===== src/sv/lpp_pkg.sv =====
package lpp_pkg;

   localparam int FIELD_W    = 32;
   localparam int LOOP_W     = 17;
   localparam int SPEED_W    = 16;
   localparam int SPEED_FRAC = 8;
   localparam int PROD_W     = FIELD_W + SPEED_W;
   localparam int STEP_W     = PROD_W - SPEED_FRAC;
   localparam int CSR_IDX_W  = 3;

   localparam logic [SPEED_W-1:0] SPEED_ONE = 16'h0100;

   localparam logic [1:0] ACT_ADVANCE = 2'd0;
   localparam logic [1:0] ACT_SEEK    = 2'd1;
   localparam logic [1:0] ACT_RESTART = 2'd2;

   localparam logic [CSR_IDX_W-1:0] CSR_RANGE_START = 3'd0;
   localparam logic [CSR_IDX_W-1:0] CSR_RANGE_END   = 3'd1;
   localparam logic [CSR_IDX_W-1:0] CSR_LOOP_FIRST  = 3'd2;
   localparam logic [CSR_IDX_W-1:0] CSR_LOOP_SECOND = 3'd3;
   localparam logic [CSR_IDX_W-1:0] CSR_LOOP_COUNT  = 3'd4;
   localparam logic [CSR_IDX_W-1:0] CSR_INIT_POS    = 3'd5;
   localparam logic [CSR_IDX_W-1:0] CSR_SPEED       = 3'd6;

   typedef enum logic {
      OP_MUL,
      OP_REM
   } lpp_op_type;

   typedef struct packed {
      logic       start;
      lpp_op_type op;
   } lpp_cmd_type;

endpackage


===== src/sv/lpp_if.sv =====
interface lpp_req_if;
   import lpp_pkg::*;

   logic               valid;
   logic               ready;
   logic [1:0]         action;
   logic [FIELD_W-1:0] value;

   modport source (output valid, output action, output value, input ready);
   modport sink   (input valid, input action, input value, output ready);
endinterface

interface lpp_rsp_if;
   import lpp_pkg::*;

   logic                     valid;
   logic                     ready;
   logic [FIELD_W-1:0]       position;
   logic signed [LOOP_W-1:0] loops_left;
   logic                     changed;
   logic                     stopped;

   modport source (output valid, output position, output loops_left, output changed,
                   output stopped, input ready);
   modport sink   (input valid, input position, input loops_left, input changed,
                   input stopped, output ready);
endinterface


===== src/sv/loop_playback_position_unit.sv =====
// Loop playback position unit.
// req_ch carries one item: action (advance by delta, seek, restart) and value.
// rsp_ch returns exactly one item per request: position, loops_left, changed,
// stopped. Both channels move an item when valid and ready are high together.
// csr_we/csr_index/csr_wdata write the range, loop points, loop count, initial
// position and speed; write them while the unit is idle. A restart loads them.
// Advance multiplies delta by speed in one shared shift/add-subtract unit, one
// speed bit per cycle through the 16-bit multiply; an advance that wraps a loop
// then takes the remainder in the same unit, one remainder bit per cycle.
// One item is in flight at a time; req_ch.ready is high only when idle.
// The response sits in an output register, so the next request is taken while
// it waits; if rsp_ch stalls, the following item holds in its last step until
// the register frees.
// Synchronous reset clears the position state and loads the register resets
// (speed 1.0, all else zero); no response is pending after reset.
module loop_playback_position_unit #(
   parameter int POS_WIDTH = 32
) (
   input  logic                             clock,
   input  logic                             reset,
   lpp_req_if.sink                          req_ch,
   lpp_rsp_if.source                        rsp_ch,
   input  logic                             csr_we,
   input  logic [lpp_pkg::CSR_IDX_W-1:0]    csr_index,
   input  logic [lpp_pkg::FIELD_W-1:0]      csr_wdata
);
   import lpp_pkg::*;

   localparam int XW = (POS_WIDTH > FIELD_W) ? POS_WIDTH : FIELD_W;
   localparam int CM = (POS_WIDTH > STEP_W) ? POS_WIDTH : STEP_W;
   localparam int AW = (POS_WIDTH + 1 > PROD_W) ? POS_WIDTH + 1 : PROD_W;
   localparam logic [POS_WIDTH-1:0] POS_MAX = '1;

   typedef enum logic [3:0] {
      S_IDLE,
      S_MUL,
      S_ADD,
      S_CHECK,
      S_REM,
      S_WRAP,
      S_SEEK,
      S_FIX,
      S_SORT,
      S_CLAMP,
      S_MIRROR,
      S_DONE
   } state_type;

   function automatic logic [POS_WIDTH-1:0] clamp_pos(input logic [POS_WIDTH-1:0] x,
                                                      input logic [POS_WIDTH-1:0] lo,
                                                      input logic [POS_WIDTH-1:0] hi);
      if (x < lo) begin
         clamp_pos = lo;
      end else if (x > hi) begin
         clamp_pos = hi;
      end else begin
         clamp_pos = x;
      end
   endfunction

   function automatic logic [POS_WIDTH-1:0] mirror_pos(input logic [POS_WIDTH-1:0] x,
                                                       input logic [POS_WIDTH-1:0] lo,
                                                       input logic [POS_WIDTH-1:0] hi);
      mirror_pos = hi - (x - lo);
   endfunction

   state_type                state_ff, state_in;

   logic [POS_WIDTH-1:0]     cfg_start_ff, cfg_start_in;
   logic [POS_WIDTH-1:0]     cfg_end_ff, cfg_end_in;
   logic [POS_WIDTH-1:0]     cfg_first_ff, cfg_first_in;
   logic [POS_WIDTH-1:0]     cfg_second_ff, cfg_second_in;
   logic signed [LOOP_W-1:0] cfg_loops_ff, cfg_loops_in;
   logic [POS_WIDTH-1:0]     cfg_init_ff, cfg_init_in;
   logic [SPEED_W-1:0]       cfg_speed_ff, cfg_speed_in;

   logic [POS_WIDTH-1:0]     cur_ff, cur_in;
   logic signed [LOOP_W-1:0] loops_ff, loops_in;
   logic                     reverse_ff, reverse_in;
   logic [POS_WIDTH-1:0]     nstart_ff, nstart_in;
   logic [POS_WIDTH-1:0]     nend_ff, nend_in;
   logic [POS_WIDTH-1:0]     nls_ff, nls_in;
   logic [POS_WIDTH-1:0]     nle_ff, nle_in;

   logic [POS_WIDTH-1:0]     ra_ff, ra_in;
   logic [POS_WIDTH-1:0]     rb_ff, rb_in;
   logic [POS_WIDTH-1:0]     rt_ff, rt_in;
   logic [POS_WIDTH-1:0]     old_ff, old_in;

   logic                     out_valid_ff, out_valid_in;
   logic [FIELD_W-1:0]       out_pos_ff, out_pos_in;
   logic signed [LOOP_W-1:0] out_loops_ff, out_loops_in;
   logic                     out_changed_ff, out_changed_in;
   logic                     out_stopped_ff, out_stopped_in;

   logic [XW-1:0]        value_x, wdata_x, rep_x;
   logic [POS_WIDTH-1:0] value_p, wdata_p, rep;
   logic                 accept;

   lpp_cmd_type          cmd;
   logic [POS_WIDTH-1:0] arith_opd, arith_src;
   logic                 arith_busy;
   logic [AW-1:0]        arith_result;

   logic [STEP_W-1:0]    step_raw;
   logic [CM-1:0]        step_c;
   logic [POS_WIDTH-1:0] step_sat;
   logic [POS_WIDTH:0]   step_sum;
   logic                 loops_zero, loops_pos, wrap_go;

   assign value_x = XW'(req_ch.value);
   assign value_p = value_x[POS_WIDTH-1:0];
   assign wdata_x = XW'(csr_wdata);
   assign wdata_p = wdata_x[POS_WIDTH-1:0];
   assign accept  = req_ch.valid && req_ch.ready;

   assign loops_zero = (loops_ff == '0);
   assign loops_pos  = !loops_ff[LOOP_W-1] && !loops_zero;
   assign wrap_go    = !loops_zero && (rt_ff > nle_ff) && (nle_ff != nls_ff);

   assign step_raw = arith_result[PROD_W-1:SPEED_FRAC];
   assign step_c   = CM'(step_raw);
   assign step_sat = (step_c > CM'(POS_MAX)) ? POS_MAX : step_c[POS_WIDTH-1:0];
   assign step_sum = {1'b0, cur_ff} + {1'b0, step_sat};

   assign rep   = reverse_ff ? mirror_pos(cur_ff, nstart_ff, nend_ff) : cur_ff;
   assign rep_x = XW'(rep);

   always_comb begin
      cmd.start = 1'b0;
      cmd.op    = OP_MUL;
      arith_opd = value_p;
      arith_src = POS_WIDTH'(cfg_speed_ff) << (POS_WIDTH - SPEED_W);
      if (state_ff == S_CHECK) begin
         cmd.start = wrap_go;
         cmd.op    = OP_REM;
         arith_opd = nle_ff - nls_ff;
         arith_src = rt_ff - nle_ff;
      end else if (accept && req_ch.action == ACT_ADVANCE) begin
         cmd.start = 1'b1;
      end
   end

   lpp_arith #(
      .POS_WIDTH (POS_WIDTH)
   ) u_arith (
      .clock  (clock),
      .reset  (reset),
      .cmd    (cmd),
      .opd    (arith_opd),
      .src    (arith_src),
      .busy   (arith_busy),
      .result (arith_result)
   );

   always_comb begin
      cfg_start_in  = cfg_start_ff;
      cfg_end_in    = cfg_end_ff;
      cfg_first_in  = cfg_first_ff;
      cfg_second_in = cfg_second_ff;
      cfg_loops_in  = cfg_loops_ff;
      cfg_init_in   = cfg_init_ff;
      cfg_speed_in  = cfg_speed_ff;
      if (csr_we) begin
         unique case (csr_index)
            CSR_RANGE_START: cfg_start_in  = wdata_p;
            CSR_RANGE_END:   cfg_end_in    = wdata_p;
            CSR_LOOP_FIRST:  cfg_first_in  = wdata_p;
            CSR_LOOP_SECOND: cfg_second_in = wdata_p;
            CSR_LOOP_COUNT:  cfg_loops_in  = csr_wdata[LOOP_W-1:0];
            CSR_INIT_POS:    cfg_init_in   = wdata_p;
            CSR_SPEED:       cfg_speed_in  = csr_wdata[SPEED_W-1:0];
            default: ;
         endcase
      end
   end

   always_comb begin
      state_in       = state_ff;
      cur_in         = cur_ff;
      loops_in       = loops_ff;
      reverse_in     = reverse_ff;
      nstart_in      = nstart_ff;
      nend_in        = nend_ff;
      nls_in         = nls_ff;
      nle_in         = nle_ff;
      ra_in          = ra_ff;
      rb_in          = rb_ff;
      rt_in          = rt_ff;
      old_in         = old_ff;
      out_valid_in   = out_valid_ff && !rsp_ch.ready;
      out_pos_in     = out_pos_ff;
      out_loops_in   = out_loops_ff;
      out_changed_in = out_changed_ff;
      out_stopped_in = out_stopped_ff;

      unique case (state_ff)
         S_IDLE: begin
            if (accept) begin
               old_in = cur_ff;
               rt_in  = value_p;
               unique case (req_ch.action)
                  ACT_ADVANCE: state_in = S_MUL;
                  ACT_SEEK:    state_in = S_SEEK;
                  ACT_RESTART: state_in = S_SORT;
                  default:     state_in = S_DONE;
               endcase
            end
         end
         S_MUL: begin
            if (!arith_busy) begin
               state_in = S_ADD;
            end
         end
         S_ADD: begin
            rt_in    = step_sum[POS_WIDTH] ? POS_MAX : step_sum[POS_WIDTH-1:0];
            state_in = S_CHECK;
         end
         S_CHECK: begin
            priority if (loops_zero) begin
               cur_in   = (rt_ff > nend_ff) ? nend_ff : rt_ff;
               state_in = S_DONE;
            end else if (rt_ff > nle_ff) begin
               if (nle_ff == nls_ff) begin
                  // empty loop: jump to the end and stop looping
                  cur_in   = nend_ff;
                  loops_in = '0;
                  state_in = S_DONE;
               end else begin
                  state_in = S_REM;
               end
            end else begin
               cur_in   = rt_ff;
               state_in = S_DONE;
            end
         end
         S_REM: begin
            if (!arith_busy) begin
               state_in = S_WRAP;
            end
         end
         S_WRAP: begin
            cur_in = nls_ff + arith_result[POS_WIDTH-1:0];
            if (loops_pos) begin
               loops_in = loops_ff - LOOP_W'(1);
            end
            state_in = S_DONE;
         end
         S_SEEK: begin
            cur_in   = clamp_pos(rt_ff, nstart_ff, nend_ff);
            state_in = S_FIX;
         end
         S_FIX: begin
            if (reverse_ff) begin
               cur_in = mirror_pos(cur_ff, nstart_ff, nend_ff);
            end
            state_in = S_DONE;
         end
         S_SORT: begin
            if (cfg_start_ff > cfg_end_ff) begin
               nstart_in = cfg_end_ff;
               nend_in   = cfg_start_ff;
            end else begin
               nstart_in = cfg_start_ff;
               nend_in   = cfg_end_ff;
            end
            reverse_in = cfg_first_ff > cfg_second_ff;
            if (cfg_first_ff > cfg_second_ff) begin
               ra_in = cfg_second_ff;
               rb_in = cfg_first_ff;
            end else begin
               ra_in = cfg_first_ff;
               rb_in = cfg_second_ff;
            end
            rt_in    = cfg_init_ff;
            loops_in = cfg_loops_ff;
            state_in = S_CLAMP;
         end
         S_CLAMP: begin
            ra_in    = clamp_pos(ra_ff, nstart_ff, nend_ff);
            rb_in    = clamp_pos(rb_ff, nstart_ff, nend_ff);
            rt_in    = clamp_pos(rt_ff, nstart_ff, nend_ff);
            state_in = S_MIRROR;
         end
         S_MIRROR: begin
            if (reverse_ff) begin
               nls_in = mirror_pos(rb_ff, nstart_ff, nend_ff);
               nle_in = mirror_pos(ra_ff, nstart_ff, nend_ff);
               cur_in = mirror_pos(rt_ff, nstart_ff, nend_ff);
            end else begin
               nls_in = ra_ff;
               nle_in = rb_ff;
               cur_in = rt_ff;
            end
            state_in = S_DONE;
         end
         S_DONE: begin
            if (!out_valid_ff || rsp_ch.ready) begin
               out_valid_in   = 1'b1;
               out_pos_in     = rep_x[FIELD_W-1:0];
               out_loops_in   = loops_ff;
               out_changed_in = (cur_ff != old_ff);
               out_stopped_in = (cur_ff >= nend_ff) && loops_zero;
               state_in       = S_IDLE;
            end
         end
         default: state_in = S_IDLE;
      endcase
   end

   always_ff @(posedge clock) begin
      if (reset) begin
         state_ff      <= S_IDLE;
         out_valid_ff  <= 1'b0;
         cfg_start_ff  <= '0;
         cfg_end_ff    <= '0;
         cfg_first_ff  <= '0;
         cfg_second_ff <= '0;
         cfg_loops_ff  <= '0;
         cfg_init_ff   <= '0;
         cfg_speed_ff  <= SPEED_ONE;
         cur_ff        <= '0;
         loops_ff      <= '0;
         reverse_ff    <= 1'b0;
         nstart_ff     <= '0;
         nend_ff       <= '0;
         nls_ff        <= '0;
         nle_ff        <= '0;
      end else begin
         state_ff      <= state_in;
         out_valid_ff  <= out_valid_in;
         cfg_start_ff  <= cfg_start_in;
         cfg_end_ff    <= cfg_end_in;
         cfg_first_ff  <= cfg_first_in;
         cfg_second_ff <= cfg_second_in;
         cfg_loops_ff  <= cfg_loops_in;
         cfg_init_ff   <= cfg_init_in;
         cfg_speed_ff  <= cfg_speed_in;
         cur_ff        <= cur_in;
         loops_ff      <= loops_in;
         reverse_ff    <= reverse_in;
         nstart_ff     <= nstart_in;
         nend_ff       <= nend_in;
         nls_ff        <= nls_in;
         nle_ff        <= nle_in;
      end
      ra_ff          <= ra_in;
      rb_ff          <= rb_in;
      rt_ff          <= rt_in;
      old_ff         <= old_in;
      out_pos_ff     <= out_pos_in;
      out_loops_ff   <= out_loops_in;
      out_changed_ff <= out_changed_in;
      out_stopped_ff <= out_stopped_in;
   end

   assign req_ch.ready      = (state_ff == S_IDLE);
   assign rsp_ch.valid      = out_valid_ff;
   assign rsp_ch.position   = out_pos_ff;
   assign rsp_ch.loops_left = out_loops_ff;
   assign rsp_ch.changed    = out_changed_ff;
   assign rsp_ch.stopped    = out_stopped_ff;

endmodule


===== src/sv/lpp_arith.sv =====
module lpp_arith #(
   parameter int POS_WIDTH = 32
) (
   input  logic                   clock,
   input  logic                   reset,
   input  lpp_pkg::lpp_cmd_type   cmd,
   input  logic [POS_WIDTH-1:0]   opd,
   input  logic [POS_WIDTH-1:0]   src,
   output logic                   busy,
   output logic [((POS_WIDTH + 1 > lpp_pkg::PROD_W) ? POS_WIDTH + 1 : lpp_pkg::PROD_W)-1:0]
                                  result
);
   import lpp_pkg::*;

   localparam int AW = (POS_WIDTH + 1 > PROD_W) ? POS_WIDTH + 1 : PROD_W;
   localparam int CW = $clog2(POS_WIDTH + 1);

   // shared shift/add-subtract unit: MSB-first multiply or restoring remainder
   logic                 busy_ff, busy_in;
   lpp_op_type           op_ff, op_in;
   logic [CW-1:0]        cnt_ff, cnt_in;
   logic [AW-1:0]        acc_ff, acc_in;
   logic [POS_WIDTH-1:0] opd_ff, opd_in;
   logic [POS_WIDTH-1:0] src_ff, src_in;

   logic [AW-1:0] acc_sh;
   logic [AW-1:0] addend;
   logic          cin;
   logic [AW:0]   sum;

   always_comb begin
      acc_sh = {acc_ff[AW-2:0], (op_ff == OP_REM) ? src_ff[POS_WIDTH-1] : 1'b0};
      if (op_ff == OP_REM) begin
         addend = ~AW'(opd_ff);
         cin    = 1'b1;
      end else begin
         addend = src_ff[POS_WIDTH-1] ? AW'(opd_ff) : '0;
         cin    = 1'b0;
      end
      sum = {1'b0, acc_sh} + {1'b0, addend} + (AW+1)'(cin);
   end

   always_comb begin
      busy_in = busy_ff;
      op_in   = op_ff;
      cnt_in  = cnt_ff;
      acc_in  = acc_ff;
      opd_in  = opd_ff;
      src_in  = src_ff;
      if (cmd.start) begin
         busy_in = 1'b1;
         op_in   = cmd.op;
         cnt_in  = (cmd.op == OP_MUL) ? CW'(SPEED_W) : CW'(POS_WIDTH);
         acc_in  = '0;
         opd_in  = opd;
         src_in  = src;
      end else if (busy_ff) begin
         if (op_ff == OP_REM) begin
            acc_in = sum[AW] ? sum[AW-1:0] : acc_sh;
         end else begin
            acc_in = sum[AW-1:0];
         end
         src_in  = {src_ff[POS_WIDTH-2:0], 1'b0};
         cnt_in  = cnt_ff - CW'(1);
         busy_in = (cnt_ff != CW'(1));
      end
   end

   always_ff @(posedge clock) begin
      if (reset) begin
         busy_ff <= 1'b0;
      end else begin
         busy_ff <= busy_in;
      end
      op_ff  <= op_in;
      cnt_ff <= cnt_in;
      acc_ff <= acc_in;
      opd_ff <= opd_in;
      src_ff <= src_in;
   end

   assign busy   = busy_ff;
   assign result = acc_ff;

endmodule


===== src/flat_wrapper.sv =====
// flat-port wrapper written by rule: the top's interface ports become plain ports
module loop_playback_position_unit_flat import lpp_pkg::*;
#(
   parameter int POS_WIDTH = 32
)
  (clock, reset, csr_we, csr_index, csr_wdata, req_ch_valid, req_ch_action, req_ch_value, req_ch_ready, rsp_ch_valid, rsp_ch_position, rsp_ch_loops_left, rsp_ch_changed, rsp_ch_stopped, rsp_ch_ready);
  lpp_req_if req_ch_i ();
  lpp_rsp_if rsp_ch_i ();
  input  logic clock;
  input  logic reset;
  input  logic csr_we;
  input  logic [lpp_pkg::CSR_IDX_W-1:0] csr_index;
  input  logic [lpp_pkg::FIELD_W-1:0] csr_wdata;
  input wire logic [$bits(req_ch_i.valid)-1:0] req_ch_valid;
  input wire logic [$bits(req_ch_i.action)-1:0] req_ch_action;
  input wire logic [$bits(req_ch_i.value)-1:0] req_ch_value;
  output wire logic [$bits(req_ch_i.ready)-1:0] req_ch_ready;
  output wire logic [$bits(rsp_ch_i.valid)-1:0] rsp_ch_valid;
  output wire logic [$bits(rsp_ch_i.position)-1:0] rsp_ch_position;
  output wire logic [$bits(rsp_ch_i.loops_left)-1:0] rsp_ch_loops_left;
  output wire logic [$bits(rsp_ch_i.changed)-1:0] rsp_ch_changed;
  output wire logic [$bits(rsp_ch_i.stopped)-1:0] rsp_ch_stopped;
  input wire logic [$bits(rsp_ch_i.ready)-1:0] rsp_ch_ready;
  assign req_ch_i.valid = req_ch_valid;
  assign req_ch_i.action = req_ch_action;
  assign req_ch_i.value = req_ch_value;
  assign req_ch_ready = req_ch_i.ready;
  assign rsp_ch_valid = rsp_ch_i.valid;
  assign rsp_ch_position = rsp_ch_i.position;
  assign rsp_ch_loops_left = rsp_ch_i.loops_left;
  assign rsp_ch_changed = rsp_ch_i.changed;
  assign rsp_ch_stopped = rsp_ch_i.stopped;
  assign rsp_ch_i.ready = rsp_ch_ready;
  loop_playback_position_unit #(.POS_WIDTH(POS_WIDTH)) u_core (.clock(clock), .reset(reset), .req_ch(req_ch_i), .rsp_ch(rsp_ch_i), .csr_we(csr_we), .csr_index(csr_index), .csr_wdata(csr_wdata));
endmodule

===== config.mk =====
export PLATFORM = sky130hd
export DESIGN_NAME = loop_playback_position_unit_flat
export DESIGN_NICKNAME = d
export VERILOG_FILES = /design/src/sv/lpp_pkg.sv /design/src/sv/lpp_if.sv /design/src/sv/loop_playback_position_unit.sv /design/src/sv/lpp_arith.sv /design/src/flat_wrapper.sv
export SDC_FILE = /design/constraint.sdc
export NUM_CORES = 2
export LEC_CHECK = 0
export ABC_AREA = 0
export BUFFER_PORTS_ARGS = -buffer_cell sky130_fd_sc_hd__buf_2
export CAP_MARGIN = 20
export CORE_UTILIZATION = 55
export DETAILED_ROUTE_END_ITERATION = 16
export PLACE_DENSITY = 0.71
export SETUP_SLACK_MARGIN = 0.05
export SLEW_MARGIN = 15
export SYNTH_ARGS = -nofsm -noshare
export SYNTH_HDL_FRONTEND = slang
export SYNTH_SLANG_ARGS = --single-unit

===== constraint.sdc =====
create_clock -name clock -period 13.8 [get_ports clock]
set_input_delay 2.76 -clock clock [delete_from_list [all_inputs] [get_ports clock]]
set_output_delay 2.76 -clock clock [all_outputs]
set_load 0.02 [all_outputs]

# Yosys cells after proc, flatten, opt, wreduce, memory -nomap -nowiden

Cells that the tools add are included.

Memories kept: 0
Latch bits: 0
Output and inout bits: 53
Word-level logic and storage cells: 187
Register bits after elaboration: 675
Bits in read-only memories: 0
Bits in writable memories: 0
Input bits: 74

Bitwise operators: 1
Divide/modulo/power cells: 0
Add/sub/neg operators: 16
Multiply operators: 0
Magnitude comparators: 11
Eq/ne operators: 34
Shift operators: 0
Reduce and logical (&&, ||, !) cells: 37
Mux-type cells: 58

Operators with widths:

| kind                                                 | count |
|---|---|
| 2-to-1 mux 32 bit                                    | 25 |
| subtractor 32 bit                                    | 10 |
| > comparator 32 bit                                  | 6 |
| case mux 32 bit (5 select lines)                     | 1 |
| 2-to-1 mux 48 bit                                    | 3 |
| case mux 32 bit (2 select lines)                     | 2 |
| case mux 32 bit (4 select lines)                     | 1 |
| less-than comparator 32 bit                          | 3 |
| 2-to-1 mux 17 bit                                    | 4 |
| != test 32 bit                                       | 2 |
| case mux 17 bit (3 select lines)                     | 1 |
| adder 48 x 48 -> 49 bit                              | 1 |
| adder 49 x 1 -> 49 bit                               | 1 |
| inverter 32 -> 48 bit                                | 1 |
| > comparator 40 x 32 -> 1 bit, second input constant | 1 |
| case mux 4 bit (10 select lines)                     | 1 |
| adder 32 x 32 -> 33 bit                              | 1 |
| adder 32 bit                                         | 1 |
| equality test 32 bit                                 | 1 |
| >= comparator 32 bit                                 | 1 |
| 2-to-1 mux 4 bit                                     | 7 |
| AND reduction 2 bit                                  | 13 |
| 2-to-1 mux 6 bit                                     | 3 |
| logical NOT 17 bit                                   | 1 |
| other kinds (31)                                     | 66 |

# Logic depth before layout (Yosys ltp)

Depth after elaboration: 6
Mapped depth: 19
Gate-level depth less buffers: 17

# Modules after synthesis

A second synthesis with hierarchy kept.

Cell total of the unflattened synthesis: 6,821
Area, all modules: 56,425.4 sq um

By module, submodules not included:

| module                      | seq. area each (sq um) | area each (sq um) | cells an instance | times used |
|---|---|---|---|---|
| loop_playback_position_unit | 12,902.4               | 48,616.6          | 5,950             | 1 |
| lpp_arith                   | 3,113.0                | 7,808.7           | 871               | 1 |

# Worst setup path before layout

No wires, ideal clock.

Kind: input to register
Start point: input port req_ch_valid
End point: register u_core.u_arith.src_ff[17] (data pin)
Stages on the path: 8
Path slack: 7,895 ps
Library setup time: 326 ps
Data arrival time: 5,579 ps
Path buffers: 3
Required time: 13,474 ps
Cell sequence: and2_1 > and3_1 > clkbuf_1 > nor2_1 > buf_2 > inv_2 > clkbuf_1 > a31oi_1

RTL lines:

| element              | RTL line           | RTL |
|---|---|---|
| from (decl)          | flat_wrapper.sv:14 | `input wire logic [$bits(req_ch_i.valid)-1:0] req_ch_valid;` |
| to (signal assigned) | lpp_arith.sv:79    | `src_ff <= src_in;` |
| to (decl)            | lpp_arith.sv:24    | `logic [POS_WIDTH-1:0] src_ff, src_in;` |

# Worst setup path after layout

Start point: register u_core.u_arith.op_ff
End point: register u_core.u_arith.acc_ff[37], in the netlist u_core.u_arith.result[37]

Cells in the longest elaborated chain, start to end: 5
Elaborated cells between the ends (all ways): 7
Classes of those cells: add/sub: 2; mux: 5

Ends and longest elaborated chain:

| element                                                      | RTL line                         | RTL |
|---|---|---|
| from (decl)                                                  | lpp_arith.sv:20                  | `lpp_op_type op_ff, op_in;` |
| from (signal assigned)                                       | lpp_arith.sv:75                  | `op_ff <= op_in;` |
| 2-to-1 mux 1 bit / 2-to-1 mux 48 bit (equally long branches) | lpp_arith.sv:32, lpp_arith.sv:33 |  |
| adder 48 x 48 -> 49 bit                                      | lpp_arith.sv:40                  | `sum = {1'b0, acc_sh} + {1'b0, addend} + (AW+1)'(cin);` |
| adder 49 x 1 -> 49 bit                                       | lpp_arith.sv:40                  |  |
| 2-to-1 mux 48 bit                                            | lpp_arith.sv:59                  | `acc_in = sum[AW] ? sum[AW-1:0] : acc_sh;` |
| 2-to-1 mux 48 bit (*)                                        | lpp_arith.sv:58                  | `if (op_ff == OP_REM) begin` |
| to (signal assigned)                                         | lpp_arith.sv:77                  | `acc_ff <= acc_in;` |
| to (decl)                                                    | lpp_arith.sv:22                  | `logic [AW-1:0] acc_ff, acc_in;` |

Mark *: on every way between the ends. The rest lies on a longest branch, timed or not.
A chain may end at the register's enable or synchronous reset.

==> results.sh <==
export IMPL_die_y_um=325
export IMPL_critical_path_arrival_ns=6.34
export IMPL_yosysWarningCount=0
export IMPL_drc_errors=0
export IMPL_grt_antenna_before_repair=9
export IMPL_io_pin_count=127
export IMPL_first_iter_violations=5444
export IMPL_grt_pass1_vias=48800
export IMPL_fin_setup_tns_ns=0
export IMPL_tritoncts="yes"
export IMPL_nets=7665
export IMPL_detailed_place_hpwl_um=164000
export IMPL_area_growth_pct=8.51
export IMPL_average_size_of_a_mapped_cell_um2=8.47
export IMPL_cpMostUsedCell="sky130_fd_sc_hd__buf_4"
export IMPL_clk_transition_reported_paths_ns=0.06
export IMPL_initial_core_utilization=0.555
export IMPL_crit_end_category="flip-flop"
export IMPL_clock_latency_ns=0.70
export IMPL_grt_overflow=0
export IMPL_synth_flop_cell="sky130_fd_sc_hd__dfxtp_1"
export IMPL_period_minus_slack_ns=5.77
export IMPL_cell_family_with_most_cp_delay="compound AO/OA/AOI/OAI gates"
export IMPL_buffer_ports_inserted=126
export IMPL_timing_reg2reg_worst_path_depth=20
export IMPL_fp_row_count=118
export IMPL_cts_repair_timing_setup_buffer_count=0
export IMPL_post_cts_hold_buffer_count=0
export IMPL_critical_path_n_buffers_inverters=5
export IMPL_post_synth_most_frequent_cells="sky130_fd_sc_hd__a21oi_1 (780), sky130_fd_sc_hd__nand2_1 (709), sky130_fd_sc_hd__ha_1 (687)"
export IMPL_ctsHtreeMaxLevel=3
export IMPL_run_status="finished clean"
export IMPL_max_clock_path_buffers=3
export IMPL_die_width_um=325
export IMPL_r2r_setup_slack_ns=8.03
export IMPL_power_density_nw_per_um2=291
export IMPL_pin_count_of_the_biggest_net_entering_global_routing=110
export IMPL_route_vias_total=51900
export IMPL_floorplan_core_area_um2=103000
export IMPL_netlist_area_um2=57400
export IMPL_cts_buffers=82
export IMPL_cts_root_buf="sky130_fd_sc_hd__clkbuf_16"
export IMPL_criticalPathCategory="flip-flop to flip-flop"
export IMPL_max_stage_delay_ns=0.73
export IMPL_yosysUniqueCellTypes=108
export IMPL_synth_edff_count=250
export IMPL_finClkSkew_ns=0.0263
export IMPL_route_final_wire_length_um=209000
export IMPL_fmax_mhz=173
export IMPL_netlist_top_cells_area="sky130_fd_sc_hd__ha_1 (15%), sky130_fd_sc_hd__dfxtp_1 (15%), sky130_fd_sc_hd__edfxtp_1 (13%), sky130_fd_sc_hd__a21oi_1 (6.8%), sky130_fd_sc_hd__mux2i_1 (6.4%)"
export IMPL_first_pass_grt_wire_length_um=306000
export IMPL_timing_final_hold_violations=0
export IMPL_largest_reg_flops=48
export IMPL_hp_start="u_core.cfg_init_ff[10]"
export IMPL_clock_sinks=675
export IMPL_drt_vias_per_instance=6.32
export IMPL_min_delay_path_class="flip-flop to flip-flop"
export IMPL_synth_ff_latch_count=675
export IMPL_grt_total_usage=0.384
export IMPL_min_delay_worst_endpoint="u_core.cfg_init_ff[10]"
export IMPL_synthDominantAreaCellType="sky130_fd_sc_hd__ha_1"
export IMPL_routabilityCongestion=1.05
export IMPL_critical_path_reg2reg_startpoint="u_core.u_arith.op_ff"
export IMPL_postSynthCellCount=6773
export IMPL_drt_first_pass_iters=7
export IMPL_final_max_slew_violation_count=0
export IMPL_count_of_nets_left_with_antenna_violations_after_detail_routing=0
export IMPL_worst_endpoint_required_ns=14.37
export IMPL_fp_dieArea_um2=106000
export IMPL_post_synth_top_area_fraction=0.150
export IMPL_crit_path_max_fanout=36
export IMPL_synth_seq_area_share=0.279
export IMPL_drive_gt1_frac=0.0753
export IMPL_maxCapViolCount=0
export IMPL_power_static_leakage_nw=27.1
export IMPL_post_drt_wl_per_cell_um=25.4
export IMPL_critPathSlowestCell="sky130_fd_sc_hd__edfxtp_1"
export IMPL_synth_fp_nets=7664
export IMPL_rsz0062_at_grt="false"
export IMPL_hold_depth=2
export IMPL_worst_slew_pin_transition_ns=1.21
export IMPL_cts_repair_resize_count=0
export IMPL_finalCritPeriodShare=0.418
export IMPL_crit_chain="buf_4, nor2b_2, buf_4, mux2_2, fa_1, inv_1, fa_1, nand2b_1, a21oi_1, a31oi_1, o21ai_2, a211o_1, nand3_1, a21oi_1, o31ai_1, buf_4, nand2_2, buf_4, or3_1, o2111a_1"
export IMPL_worst_ir_drop_vdd_mv=0.255
export IMPL_async_flop_share=0
export IMPL_setup_viol=0
export IMPL_synth_most_common_cell="sky130_fd_sc_hd__a21oi_1"
export IMPL_timing_max_slew_rel_slack=0.182
export IMPL_cp_start_kind="flip-flop"
export IMPL_totalPowerFinal_mw=18.1
export IMPL_timing_rr_end="u_core.u_arith.result[37]"
-- per-stage QoR --
step | cell area [µm²] | cells | setup slack, ns | util | hold slack [ns]
2_1_floorplan | 57400 | 6773 | 7.89 | - | 0.432
3_3_place_gp | 59400 | 8066 | 8.25 | 0.574 | 0.445
3_5_place_dp | 59400 | 8067 | 8.16 | 0.574 | 0.451
4_1_cts | 62300 | 8220 | 8.10 | 0.601 | 0.459
5_1_grt | 62300 | 8223 | 7.79 | 0.602 | 0.482
6_report | 62300 | 8224 | 8.03 | 0.602 | 0.462
-- per-layer routing --
metal  share of wire  wire [µm]  vias up  track usage
li1                -          -    24100            -
met1            0.41      86100    24900        0.524
met2            0.43      89500     2467        0.584
met3            0.11      22100      439       0.0785
met4           0.051      10700       14        0.174
met5         0.00067        140        -            0
-- worst max-delay path by stage --
stage / end / cells past startpoint / slack [ns] / startpoint
after floorplan: u_core.u_arith.src_ff[17] / 8 / 7.89 / req_ch_valid
after global placement: u_core.u_arith.result[37] / 20 / 8.25 / u_core.u_arith.op_ff
after detailed placement: u_core.u_arith.result[35] / 20 / 8.16 / u_core.u_arith.op_ff
after CTS: u_core.u_arith.result[29] / 20 / 8.10 / u_core.u_arith.op_ff
after global routing: u_core.u_arith.result[37] / 20 / 7.79 / u_core.u_arith.op_ff
final: u_core.u_arith.result[37] / 20 / 8.03 / u_core.u_arith.op_ff
-- kinds of logic after synthesis --
| family | share of synthesized area |
|---|---|
| multiplexers | 0.0762 |
| buffers and inverters | 0.0615 |
| AND/OR/NAND/NOR | 0.131 |
| AO/OA/AOI/OAI | 0.212 |
| adder cells (fa/ha/maj) | 0.195 |
| XOR/XNOR | 0.0443 |
| flip-flops | 0.279 |
-- worst reg2reg max path, cell delays in order (launching register included) --
cell and delay [ns]:
sky130_fd_sc_hd__edfxtp_1 0.73, sky130_fd_sc_hd__buf_4 0.49, sky130_fd_sc_hd__nor2b_2 0.09, sky130_fd_sc_hd__buf_4 0.25, sky130_fd_sc_hd__mux2_2 0.33, sky130_fd_sc_hd__fa_1 0.42, sky130_fd_sc_hd__inv_1 0.10, sky130_fd_sc_hd__fa_1 0.21
sky130_fd_sc_hd__nand2b_1 0.13, sky130_fd_sc_hd__a21oi_1 0.11, sky130_fd_sc_hd__a31oi_1 0.41, sky130_fd_sc_hd__o21ai_2 0.19, sky130_fd_sc_hd__a211o_1 0.39, sky130_fd_sc_hd__nand3_1 0.13, sky130_fd_sc_hd__a21oi_1 0.09, sky130_fd_sc_hd__o31ai_1 0.25
sky130_fd_sc_hd__buf_4 0.27, sky130_fd_sc_hd__nand2_2 0.18, sky130_fd_sc_hd__buf_4 0.33, sky130_fd_sc_hd__or3_1 0.45, sky130_fd_sc_hd__o2111a_1 0.13
-- layout by cell type (no fill, tap or decap), drive strengths merged, types with 250 or more instances in the layout --
cell type,netlist,routed
mux2i,365,365
nand2,709,709
dfxtp,425,425
o21ai,473,473
a21oi,782,782
nor2,339,339
edfxtp,250,250
inv,632,637
ha,687,687
-- area by class of cell --
cell class,instances,area [µm²]
repair buffers,204,1250
well taps,1380,1730
clock buffers,107,2280
fillers,9302,41200
multi-input cells,5178,38000
inverters,633,2380
clock inverters,46,586
diodes,1,2.50
flip-flops and latches,675,16000
-- power breakdown --
part | switching (mW) | internal [mW]
registers | 0.917 | 2.62
logic | 7.60 | 4.69
clock network | 0.959 | 1.35
Power figures use the tool's default switching activity.
